### src/rtl/csblit_pkg.sv
// Shared types and constants for the clipped sprite blitter.
`default_nettype none

package csblit_pkg;

  localparam int unsigned CFG_INDEX_W = 3;
  localparam int unsigned CFG_DATA_W  = 16;
  localparam int unsigned DIM_W       = 12;
  localparam int unsigned POS_W       = 13;
  localparam int unsigned COORD_W     = 15;
  localparam int unsigned ADDR_W      = 22;
  localparam int unsigned COLOR_W     = 16;
  localparam int unsigned ALIGN_W     = 2;
  localparam int unsigned PROD_W      = 2 * DIM_W;

  typedef enum logic [CFG_INDEX_W-1:0] {
    REG_SCREEN_WIDTH  = 3'd0,
    REG_SCREEN_HEIGHT = 3'd1,
    REG_SPRITE_WIDTH  = 3'd2,
    REG_SPRITE_HEIGHT = 3'd3,
    REG_ANCHOR_X      = 3'd4,
    REG_ANCHOR_Y      = 3'd5,
    REG_ALIGN_MODE    = 3'd6,
    REG_COLOR_MASK    = 3'd7
  } cfg_reg_t;

  localparam logic [ALIGN_W-1:0] ALIGN_LEFT = 2'd0;
  localparam logic [ALIGN_W-1:0] ALIGN_MID  = 2'd1;
  localparam logic [ALIGN_W-1:0] ALIGN_END  = 2'd2;

  typedef struct packed {
    logic               write_enable;
    logic [DIM_W-1:0]   sx;
    logic [DIM_W-1:0]   sy;
    logic [COLOR_W-1:0] color;
    logic               last;
  } blit_stage_t;

endpackage

`default_nettype wire

### src/rtl/clipped_sprite_blit.sv
// Chroma-key sprite blitter with alignment and screen clipping, two register stages.
//
//   Port group   Dir  Handshake          Payload
//   cfg_         in   cfg_write_enable   cfg_index, cfg_data
//   in_          in   in_valid/in_stall  in_pixel_color
//   out_         out  out_valid/out_stall out_write_enable, out_write_address,
//                                         out_write_color, out_last_pixel
//
// One word per clock unless the output stalls; words pass stage one, then stage two.
// Stage one clamps counters, aligns, clips and keys; stage two does the row multiply.
// Reset (synchronous, rst_n low) clears counters and valids, loads register defaults.
// A stall on the output holds both stages; a stage that is empty still takes a word.
`default_nettype none

module clipped_sprite_blit #(
  parameter int unsigned MAX_DIM   = 2048,
  parameter int unsigned KEY_COLOR = 63519
) (
  input  wire logic                                   clk,
  input  wire logic                                   rst_n,
  input  wire logic                                   cfg_write_enable,
  input  wire logic [csblit_pkg::CFG_INDEX_W-1:0]     cfg_index,
  input  wire logic [csblit_pkg::CFG_DATA_W-1:0]      cfg_data,
  input  wire logic                                   in_valid,
  output logic                                        in_stall,
  input  wire logic [csblit_pkg::COLOR_W-1:0]         in_pixel_color,
  output logic                                        out_valid,
  input  wire logic                                   out_stall,
  output logic                                        out_write_enable,
  output logic [csblit_pkg::ADDR_W-1:0]               out_write_address,
  output logic [csblit_pkg::COLOR_W-1:0]              out_write_color,
  output logic                                        out_last_pixel
);

  localparam int unsigned CNT_W = $clog2(MAX_DIM);
  localparam int unsigned POS_W = csblit_pkg::POS_W;
  localparam int unsigned DIM_W = csblit_pkg::DIM_W;
  localparam int unsigned COORD_W = csblit_pkg::COORD_W;
  localparam int unsigned ADDR_W = csblit_pkg::ADDR_W;
  localparam int unsigned COLOR_W = csblit_pkg::COLOR_W;
  localparam int unsigned PROD_W = csblit_pkg::PROD_W;
  localparam logic [POS_W-1:0] MAX_DIM_V = POS_W'(MAX_DIM);
  localparam logic [COLOR_W-1:0] KEY_V = COLOR_W'(KEY_COLOR);

  logic [DIM_W-1:0]                   scr_w_r, scr_h_r, spr_w_r, spr_h_r;
  logic signed [POS_W-1:0]            anchor_x_r, anchor_y_r;
  logic [csblit_pkg::ALIGN_W-1:0]     align_r;
  logic [COLOR_W-1:0]                 mask_r;

  logic [CNT_W-1:0]                   col_cnt_r, row_cnt_r, col_cnt_nxt, row_cnt_nxt;
  logic                               s1_valid_r, s1_valid_nxt;
  csblit_pkg::blit_stage_t            s1_r, s1_nxt;
  logic                               out_valid_r, out_valid_nxt;
  logic                               out_we_r, out_last_r;
  logic [ADDR_W-1:0]                  out_addr_r, out_addr_nxt;
  logic [COLOR_W-1:0]                 out_color_r;

  logic                               out_ready, s1_ready, in_accept;
  logic [POS_W-1:0]                   w_eff, h_eff, w_last, h_last, offset;
  logic [CNT_W-1:0]                   col, row;
  logic                               col_end, row_end, visible;
  logic signed [COORD_W-1:0]          x_pos, sx, sy;
  logic [PROD_W-1:0]                  row_base, addr_sum;

  // configuration registers
  always_ff @(posedge clk) begin
    if (!rst_n) begin
      scr_w_r    <= DIM_W'(1024);
      scr_h_r    <= DIM_W'(768);
      spr_w_r    <= DIM_W'(1);
      spr_h_r    <= DIM_W'(1);
      anchor_x_r <= '0;
      anchor_y_r <= '0;
      align_r    <= csblit_pkg::ALIGN_LEFT;
      mask_r     <= '1;
    end else if (cfg_write_enable) begin
      unique case (csblit_pkg::cfg_reg_t'(cfg_index))
        csblit_pkg::REG_SCREEN_WIDTH:  scr_w_r    <= cfg_data[DIM_W-1:0];
        csblit_pkg::REG_SCREEN_HEIGHT: scr_h_r    <= cfg_data[DIM_W-1:0];
        csblit_pkg::REG_SPRITE_WIDTH:  spr_w_r    <= cfg_data[DIM_W-1:0];
        csblit_pkg::REG_SPRITE_HEIGHT: spr_h_r    <= cfg_data[DIM_W-1:0];
        csblit_pkg::REG_ANCHOR_X:      anchor_x_r <= $signed(cfg_data[POS_W-1:0]);
        csblit_pkg::REG_ANCHOR_Y:      anchor_y_r <= $signed(cfg_data[POS_W-1:0]);
        csblit_pkg::REG_ALIGN_MODE:    align_r    <= cfg_data[csblit_pkg::ALIGN_W-1:0];
        csblit_pkg::REG_COLOR_MASK:    mask_r     <= cfg_data[COLOR_W-1:0];
        default:                       mask_r     <= mask_r;
      endcase
    end
  end

  // handshake
  assign out_ready = !out_valid_r || !out_stall;
  assign s1_ready  = !s1_valid_r || out_ready;
  assign in_stall  = !s1_ready;
  assign in_accept = in_valid && s1_ready;

  // stage one: clamp counters, align, clip, colour key and mask
  always_comb begin
    if (spr_w_r == '0) begin
      w_eff = POS_W'(1);
    end else if (POS_W'(spr_w_r) > MAX_DIM_V) begin
      w_eff = MAX_DIM_V;
    end else begin
      w_eff = POS_W'(spr_w_r);
    end
    if (spr_h_r == '0) begin
      h_eff = POS_W'(1);
    end else if (POS_W'(spr_h_r) > MAX_DIM_V) begin
      h_eff = MAX_DIM_V;
    end else begin
      h_eff = POS_W'(spr_h_r);
    end
    w_last = w_eff - POS_W'(1);
    h_last = h_eff - POS_W'(1);
    col = (POS_W'(col_cnt_r) < w_eff) ? col_cnt_r : w_last[CNT_W-1:0];
    row = (POS_W'(row_cnt_r) < h_eff) ? row_cnt_r : h_last[CNT_W-1:0];
    col_end = (POS_W'(col) == w_last);
    row_end = (POS_W'(row) == h_last);

    if (col_end) begin
      col_cnt_nxt = '0;
      row_cnt_nxt = row_end ? '0 : row + CNT_W'(1);
    end else begin
      col_cnt_nxt = col + CNT_W'(1);
      row_cnt_nxt = row;
    end

    unique case (align_r)
      csblit_pkg::ALIGN_LEFT: offset = '0;
      csblit_pkg::ALIGN_MID:  offset = w_eff >> 1;
      csblit_pkg::ALIGN_END:  offset = w_eff;
      default:                offset = '0;
    endcase

    x_pos = $signed({{(COORD_W-POS_W){anchor_x_r[POS_W-1]}}, anchor_x_r})
          - $signed(COORD_W'(offset));
    sx = x_pos + $signed(COORD_W'(col));
    sy = $signed({{(COORD_W-POS_W){anchor_y_r[POS_W-1]}}, anchor_y_r})
       + $signed(COORD_W'(h_last)) - $signed(COORD_W'(row));

    visible = !sx[COORD_W-1] && (sx < $signed(COORD_W'(scr_w_r)))
           && !sy[COORD_W-1] && (sy < $signed(COORD_W'(scr_h_r)));

    s1_nxt.write_enable = visible && (in_pixel_color != KEY_V);
    s1_nxt.sx           = sx[DIM_W-1:0];
    s1_nxt.sy           = sy[DIM_W-1:0];
    s1_nxt.color        = s1_nxt.write_enable ? (in_pixel_color & mask_r) : '0;
    s1_nxt.last         = col_end && row_end;

    s1_valid_nxt = s1_ready ? in_valid : s1_valid_r;
  end

  // stage two: frame-buffer address
  always_comb begin
    row_base      = PROD_W'(s1_r.sy) * PROD_W'(scr_w_r);
    addr_sum      = row_base + PROD_W'(s1_r.sx);
    out_addr_nxt  = s1_r.write_enable ? addr_sum[ADDR_W-1:0] : '0;
    out_valid_nxt = out_ready ? s1_valid_r : out_valid_r;
  end

  always_ff @(posedge clk) begin
    if (!rst_n) begin
      col_cnt_r   <= '0;
      row_cnt_r   <= '0;
      s1_valid_r  <= 1'b0;
      out_valid_r <= 1'b0;
    end else begin
      if (in_accept) begin
        col_cnt_r <= col_cnt_nxt;
        row_cnt_r <= row_cnt_nxt;
      end
      s1_valid_r  <= s1_valid_nxt;
      out_valid_r <= out_valid_nxt;
    end
  end

  always_ff @(posedge clk) begin
    if (in_accept) begin
      s1_r <= s1_nxt;
    end
    if (out_ready && s1_valid_r) begin
      out_we_r    <= s1_r.write_enable;
      out_addr_r  <= out_addr_nxt;
      out_color_r <= s1_r.color;
      out_last_r  <= s1_r.last;
    end
  end

  assign out_valid         = out_valid_r;
  assign out_write_enable  = out_we_r;
  assign out_write_address = out_addr_r;
  assign out_write_color   = out_color_r;
  assign out_last_pixel    = out_last_r;

  a_last_wraps: assert property (@(posedge clk) disable iff (!rst_n)
    (in_accept && s1_nxt.last) |=> (col_cnt_r == '0 && row_cnt_r == '0))
    else $error("counters did not wrap after last pixel");

  a_disabled_zero: assert property (@(posedge clk) disable iff (!rst_n)
    (out_valid_r && !out_we_r) |-> (out_addr_r == '0 && out_color_r == '0))
    else $error("disabled write carries nonzero payload");

  a_stage_advance: assert property (@(posedge clk) disable iff (!rst_n)
    (s1_valid_r && out_ready) |=> out_valid_r)
    else $error("stage one word lost on advance");

  a_stall_needs_word: assert property (@(posedge clk) disable iff (!rst_n)
    in_stall |-> (s1_valid_r && out_valid_r))
    else $error("input stalled with a free stage");

endmodule

`default_nettype wire
### config.mk
export PLATFORM = sky130hd
export DESIGN_NAME = clipped_sprite_blit
export DESIGN_NICKNAME = d
export VERILOG_FILES = /design/src/rtl/csblit_pkg.sv /design/src/rtl/clipped_sprite_blit.sv
export SDC_FILE = /design/constraint.sdc
export NUM_CORES = 1
export LEC_CHECK = 0
export BUFFER_PORTS_ARGS = -buffer_cell sky130_fd_sc_hd__buf_2
export CAP_MARGIN = 20
export CORE_MARGIN = 2
export CORE_UTILIZATION = 43
export CTS_CLUSTER_SIZE = 8
export DETAILED_ROUTE_END_ITERATION = 8
export REMOVE_ABC_BUFFERS = 1
export SETUP_SLACK_MARGIN = 0.3
export SLEW_MARGIN = 30
export SYNTH_ARGS = -nofsm -noshare
export SYNTH_HDL_FRONTEND = slang
export SYNTH_SLANG_ARGS = --single-unit
### constraint.sdc
create_clock -name clk -period 16.1 [get_ports clk]
set_input_delay 3.22 -clock clk [delete_from_list [all_inputs] [get_ports clk]]
set_output_delay 3.22 -clock clk [all_outputs]
set_load 0.05 [all_outputs]
==> impl_metrics.json, run 1 <==
{
  "status": "complete, no violations",
  "rsz0062_at_grt": "no",
  "layout.nets": 2226,
  "wl_per_cell_um": 17.64,
  "cp_max_fo": 36,
  "power.switching_uw": 1423,
  "antenna_found_initial": 0,
  "hold_viol": 0,
  "arrival_ns": 7.77,
  "finalWirelength_um": 43130,
  "start_util_pct": 43.48,
  "drcViolationCount": 0,
  "port-buffer-count": 81,
  "p_int_uw": 1629,
  "power_uw": 3052,
  "crit_buf_inv": 4,
  "nFillCells": 3710,
  "grt_pass1_wl_um": 69620,
  "numCtsBuffers": 17,
  "syn_avg_cell_area_um2": 8.877,
  "cts_tree": "built",
  "grt_pass1_vias": 13129,
  "synthesis.instances": 1893,
  "max-slew-margin-rel_pct": 36.36,
  "rows": 72,
  "cts_hold_buf": 0,
  "synth_xor_area_share_pct": 3.544,
  "drive_gt1_share_pct": 7.940,
  "synth_warnings": 0,
  "ant_nets": 0,
  "finalSetupViolCount": 0,
  "min_path_type": "register to register",
  "cpPeakStageDelay_ns": 0.75,
  "synth_edf_count": 82,
  "pwr-share-seq_pct": 24.3,
  "worstPathRequired_ns": 16.41,
  "synthAdderAreaFrac_pct": 26.10,
  "start_kind": "register",
  "fin_skew_ns": 0.01280,
  "synth_simple_gate_area_share_pct": 20.17,
  "power_density_nw_per_um2": 167.5,
  "synth_mux_area_share_pct": 1.437,
  "insertedDiodeCount": 0,
  "max-vdd-ir-drop_uv": 115.4,
  "clkTransAtPathRegs_ns": 0.08,
  "cts-root-buf": "clkbuf_16",
  "vias": 13127,
  "gp_congestion": 0.8952,
  "clock_latency_ns": 0.48,
  "fp.dieH_um": 201.7,
  "criticalPathCategory": "register to register",
  "die_area_um2": 40680,
  "async_flop_share_pct": 0,
  "drtIter0Drc": 896,
  "finalInstanceArea_um2": 18220,
  "clock_power_share_pct": 14.5,
  "htree_levels": 4,
  "synth_cell_types": 81,
  "place_area_um2": 17610,
  "clock-sinks": 198,
  "cts.repair.resized": 0,
  "vias_per_cell": 5.369,
  "clock_path_buffers": 2,
  "slowest_stage": "nor2_2",
  "num_io_pins": 82,
  "grt_util_all_layers_pct": 21.61,
  "fin_crit_ns": 7.461,
  "maxCapViolations": 0,
  "max_freq_mhz": 134.0,
  "cts_setup_buffers": 0,
  "cp-end-kind": "register",
  "seq_area_frac_synth_pct": 28.47,
  "syn2layout_area_growth_pct": 8.406,
  "leakagePower_uw": 0.007712,
  "comb_power_share_pct": 61.2,
  "dr.pass1.iters": 5,
  "synth_ff_type": "dfxtp_1",
  "core_area_um2": 38650,
  "fin_setup_tns_ns": 0,
  "grt_remaining_overflow": 0,
  "ys_ff_latch": 198,
  "die_width_um": 201.7,
  "grt_max_degree": 87,
  "crit_family": "compound AO/OA/AOI/OAI gates",
  "max_slew.worst_pin.slew_ns": 0.9511,
  "slew_violations": 0,
  "swShare_pct": 46.62,
  "min_period_over_period_pct": 46.34,
  "synth_top_family_by_area": "adder cells",
  "netlist_area_um2": 16800,
  "dp_hpwl_um": 32320,
  "synth_compound_area_share_pct": 13.09
}
## metrics by stage
stage / utilization [%] / std cells / worst slack (ns) / hold slack, ns
global route: 47.14 / 2445 / 8.057 / 0.4350
global placement: 45.54 / 2413 / 8.780 / 0.4021
floorplan: - / 1807 / 9.217 / 0.4003
detailed placement: 45.55 / 2413 / 8.764 / 0.4062
finish: 47.14 / 2445 / 8.639 / 0.4266
CTS: 47.11 / 2445 / 8.685 / 0.4242
## layout make-up
type | instances | area (um2) | area share [%]
Multi-Input combinational cell | 1378 | 10860 | 59.59
Sequential cell | 198 | 4785 | 26.26
Inverter | 231 | 869.6 | 4.773
Tap cell | 518 | 648.1 | 3.558
Timing Repair Buffer | 88 | 457.9 | 2.514
Clock buffer | 18 | 439.2 | 2.411
Clock inverter | 14 | 161.4 | 0.8860
## cell usage after synthesis (16+ instances only)
library cell,instances,area share [%]
a21boi_0,71,3.2
a21o_1,22,0.98
a21oi_1,41,1.2
and2_1,64,2.4
clkbuf_1,77,1.7
dfxtp_1,116,14
edfxtp_1,82,15
fa_1,131,16
ha_1,141,10
inv_1,230,5.1
mux2i_1,23,1.4
nand2_1,346,7.7
nand3_1,44,1.3
nor2_1,67,1.5
nor2b_1,28,1.0
nor3_1,48,1.4
nor4_1,16,0.60
o211ai_1,16,0.71
o21ai_0,26,0.77
xnor2_1,45,2.3
xor2_1,23,1.2
## routing by layer
metal	routed length (um)	global-route usage, %	vias up	share of wire, %
met5	0	0	-	0
met4	680	5.252	0	1.6
met1	19640	29.02	6400	46
met2	20750	36.76	288	48
li1	-	-	6395	-
met3	2061	3.126	44	4.8
## sequential cells by signal, summed over array words and instances (netlist names)
signal / cells
align_r: 2
anchor_x_r: 13
anchor_y_r: 13
col_cnt_r: 11
mask_r: 16
out_last_pixel: 1
out_valid: 1
out_write_address: 22
out_write_color: 16
out_write_enable: 1
row_cnt_r: 11
s1_r: 42
s1_valid_r: 1
scr_h_r: 12
scr_w_r: 12
spr_h_r: 12
spr_w_r: 12
## power by group through the flow
stage                     sequential, uW  combinational (uW)  clock, uW
after floorplan                      752                1360          0
after global placement               754                1810          0
after detailed placement             754                1850          0
after CTS                            743                1870        453
after global routing                 753                2110        468
final                                742                1870        444
## worst reg2reg max path, delay by kind of cell, from the launching register on
kind	cells	cell delay [ns]
compound gates	13	2.73
xor+xnor	1	0.17
fa+ha+maj	4	1.43
buf+inv	4	0.62
flops	1	0.30
simple gates	6	2.05
## worst paths after layout
kind,start,cells past startpoint,end,slack (ns)
max,spr_w_r[11],28,s1_r[3],8.64
min,s1_r[15],0,out_write_color[14],0.43
max reg2reg,spr_w_r[11],28,s1_r[3],8.64
min reg2reg,s1_r[15],0,out_write_color[14],0.43
## placed cells by master, fill, tap and decap left out, types with 64 or more instances in the layout
master    instances
edfxtp_1         82
dfxtp_1         116
nor2_1           65
nand2_1         346
buf_2            81
ha_1            141
and2_1           64
inv_1           229
a21boi_0         70
fa_1            131
## cells by family after synthesis
kind of cell / Yosys count
adders and majority gates: 272
and+or+nand+nor: 711
buffers and inverters: 317
DFF: 198
other: 1
muxes: 24
xor gates and xnor gates: 68
AOI/OAI and AO/OA: 302
Power figures use the tool's default switching activity.
==> inputs of run 2 (changes only) <==
==> constraint.sdc (replaced) <==
create_clock -name clk -period 6.4 [get_ports clk]
set_input_delay 1.28 -clock clk [delete_from_list [all_inputs] [get_ports clk]]
set_output_delay 1.28 -clock clk [all_outputs]
set_load 0.05 [all_outputs]
==> impl_metrics.json, run 2 (same netlist as run 1, synthesis figures left out) <==
{
  "status": "complete, no violations",
  "insertedDiodeCount": 0,
  "grt_max_degree": 63,
  "min_period_over_period_pct": 94.20,
  "htree_levels": 4,
  "worstPathRequired_ns": 6.70,
  "max-vdd-ir-drop_uv": 378.2,
  "syn2layout_area_growth_pct": 15.90,
  "cpMostUsedCell": "ha_1",
  "mostFrequentLayoutCells": "346 x nand2_1, 225 x inv_1, 136 x ha_1, 130 x fa_1, 109 x dfxtp_1",
  "wl_per_cell_um": 18.08,
  "grt_util_all_layers_pct": 23.15,
  "arrival_ns": 6.33,
  "slowest_stage": "dfxtp_2",
  "r2r-start": "spr_h_r[11]",
  "core_area_um2": 38650,
  "cts_hold_buf": 0,
  "num_io_pins": 82,
  "max-slew-margin-rel_pct": 45.94,
  "fin_skew_ns": 0.01596,
  "maxCapViolations": 0,
  "vias_per_cell": 5.362,
  "finalWirelength_um": 46110,
  "dr.pass1.iters": 5,
  "start_kind": "register",
  "rows": 72,
  "power_density_nw_per_um2": 439.4,
  "vias": 13674,
  "hold_viol": 0,
  "largest_reg_flops": 42,
  "port-buffer-count": 81,
  "max_freq_mhz": 165.9,
  "leakagePower_uw": 0.008304,
  "die_width_um": 201.7,
  "ff2ff_path_depth": 28,
  "gp_congestion": 0.8891,
  "layout.nets": 2331,
  "cp-startpoint": "spr_h_r[11]",
  "power_uw": 8558,
  "grt_pass1_vias": 13929,
  "drcViolationCount": 0,
  "hold_path.startpoint": "s1_r[13]",
  "min_path_type": "register to register",
  "cp_max_fo": 17,
  "slew_violations": 0,
  "drive_gt1_share_pct": 16.73,
  "cpPeakStageDelay_ns": 0.37,
  "rsz0062_at_grt": "yes",
  "clkTransAtPathRegs_ns": 0.09,
  "antenna_found_initial": 0,
  "dp_hpwl_um": 35310,
  "fin_crit_ns": 6.029,
  "criticalPathCategory": "register to register",
  "clock_path_buffers": 2,
  "clock_latency_ns": 0.47,
  "grt_pass1_wl_um": 74060,
  "fp.dieH_um": 201.7,
  "drtIter0Drc": 850,
  "cts-root-buf": "clkbuf_16",
  "clock-sinks": 198,
  "cts_tree": "built",
  "regMostFlops": "s1_r",
  "start_util_pct": 43.48,
  "max_slew.worst_pin.slew_ns": 0.8085,
  "cp-end-kind": "register",
  "die_area_um2": 40680,
  "finalSetupViolCount": 0,
  "fin_hold_ws_ns": 0.4257,
  "min_path_cells": 0,
  "ant_nets": 0,
  "final_common_cell": "nand2_1",
  "numCtsBuffers": 17,
  "grt_remaining_overflow": 0
}
run 2: worst paths after layout:
kind,endpoint,slack (ns)
max,s1_r[7],0.37
min reg2reg,out_write_color[12],0.43
min,out_write_color[12],0.43
max reg2reg,s1_r[7],0.37
run 2: through the flow:
stage | util, % | area [um2] | setup slack (ns) | TNS, ns | cells
floorplan | - | 16470 | -0.3721 | -6.238 | 1807
global placement | 47.43 | 18330 | 0.1022 | 0 | 2508
detailed placement | 47.44 | 18330 | -0.1060 | -1.338 | 2508
CTS | 49.44 | 19110 | 0.3032 | 0 | 2545
global route | 50.40 | 19480 | 0.06683 | 0 | 2550
finish | 50.40 | 19480 | 0.3712 | 0 | 2550
run 2: routing by layer:
metal	vias to the layer above	routed length (um)	global-route usage (%)
met5	-	0	0
met2	269	22650	40.15
met3	59	1496	2.640
li1	6625	-	-
met1	6721	20860	30.31
met4	0	1094	7.117
run 2: final cells by class:
| type | count | area [um2] |
|---|---|---|
| Fill cell | 3671 | 19170 |
| Multi-Input combinational cell | 1378 | 11270 |
| Sequential cell | 198 | 4798 |
| Timing Repair Buffer | 193 | 1286 |
| Inverter | 231 | 875.8 |
| Tap cell | 518 | 648.1 |
| Clock buffer | 17 | 425.4 |
| Clock inverter | 15 | 176.4 |
run 2: what timing repair did:
action	in CTS	in global routing
gates resized for setup	38	73
hold endpoints to repair	0	0
setup endpoints to repair	17	21
buffers inserted	5	5
pin swaps	8	21
run 2: where the power goes:
part           leakage [uW]  total (uW)  internal, uW  switching, uW
Combinational       0.00627        5620          2450           3170
Clock              0.000289        1150           560            585
Sequential          0.00175        1790          1630            164
run 2: worst max-delay path, delay by kind of cell (launching register included):
| family | cells | cell delay, ns |
|---|---|---|
| adders and majority gates | 5 | 1.49 |
| muxes | 1 | 0.22 |
| AOI/OAI and AO/OA | 10 | 1.94 |
| and+or+nand+nor | 7 | 1.22 |
| xor gates and xnor gates | 1 | 0.18 |
| buffers and inverters | 4 | 0.44 |
| DFF | 1 | 0.37 |
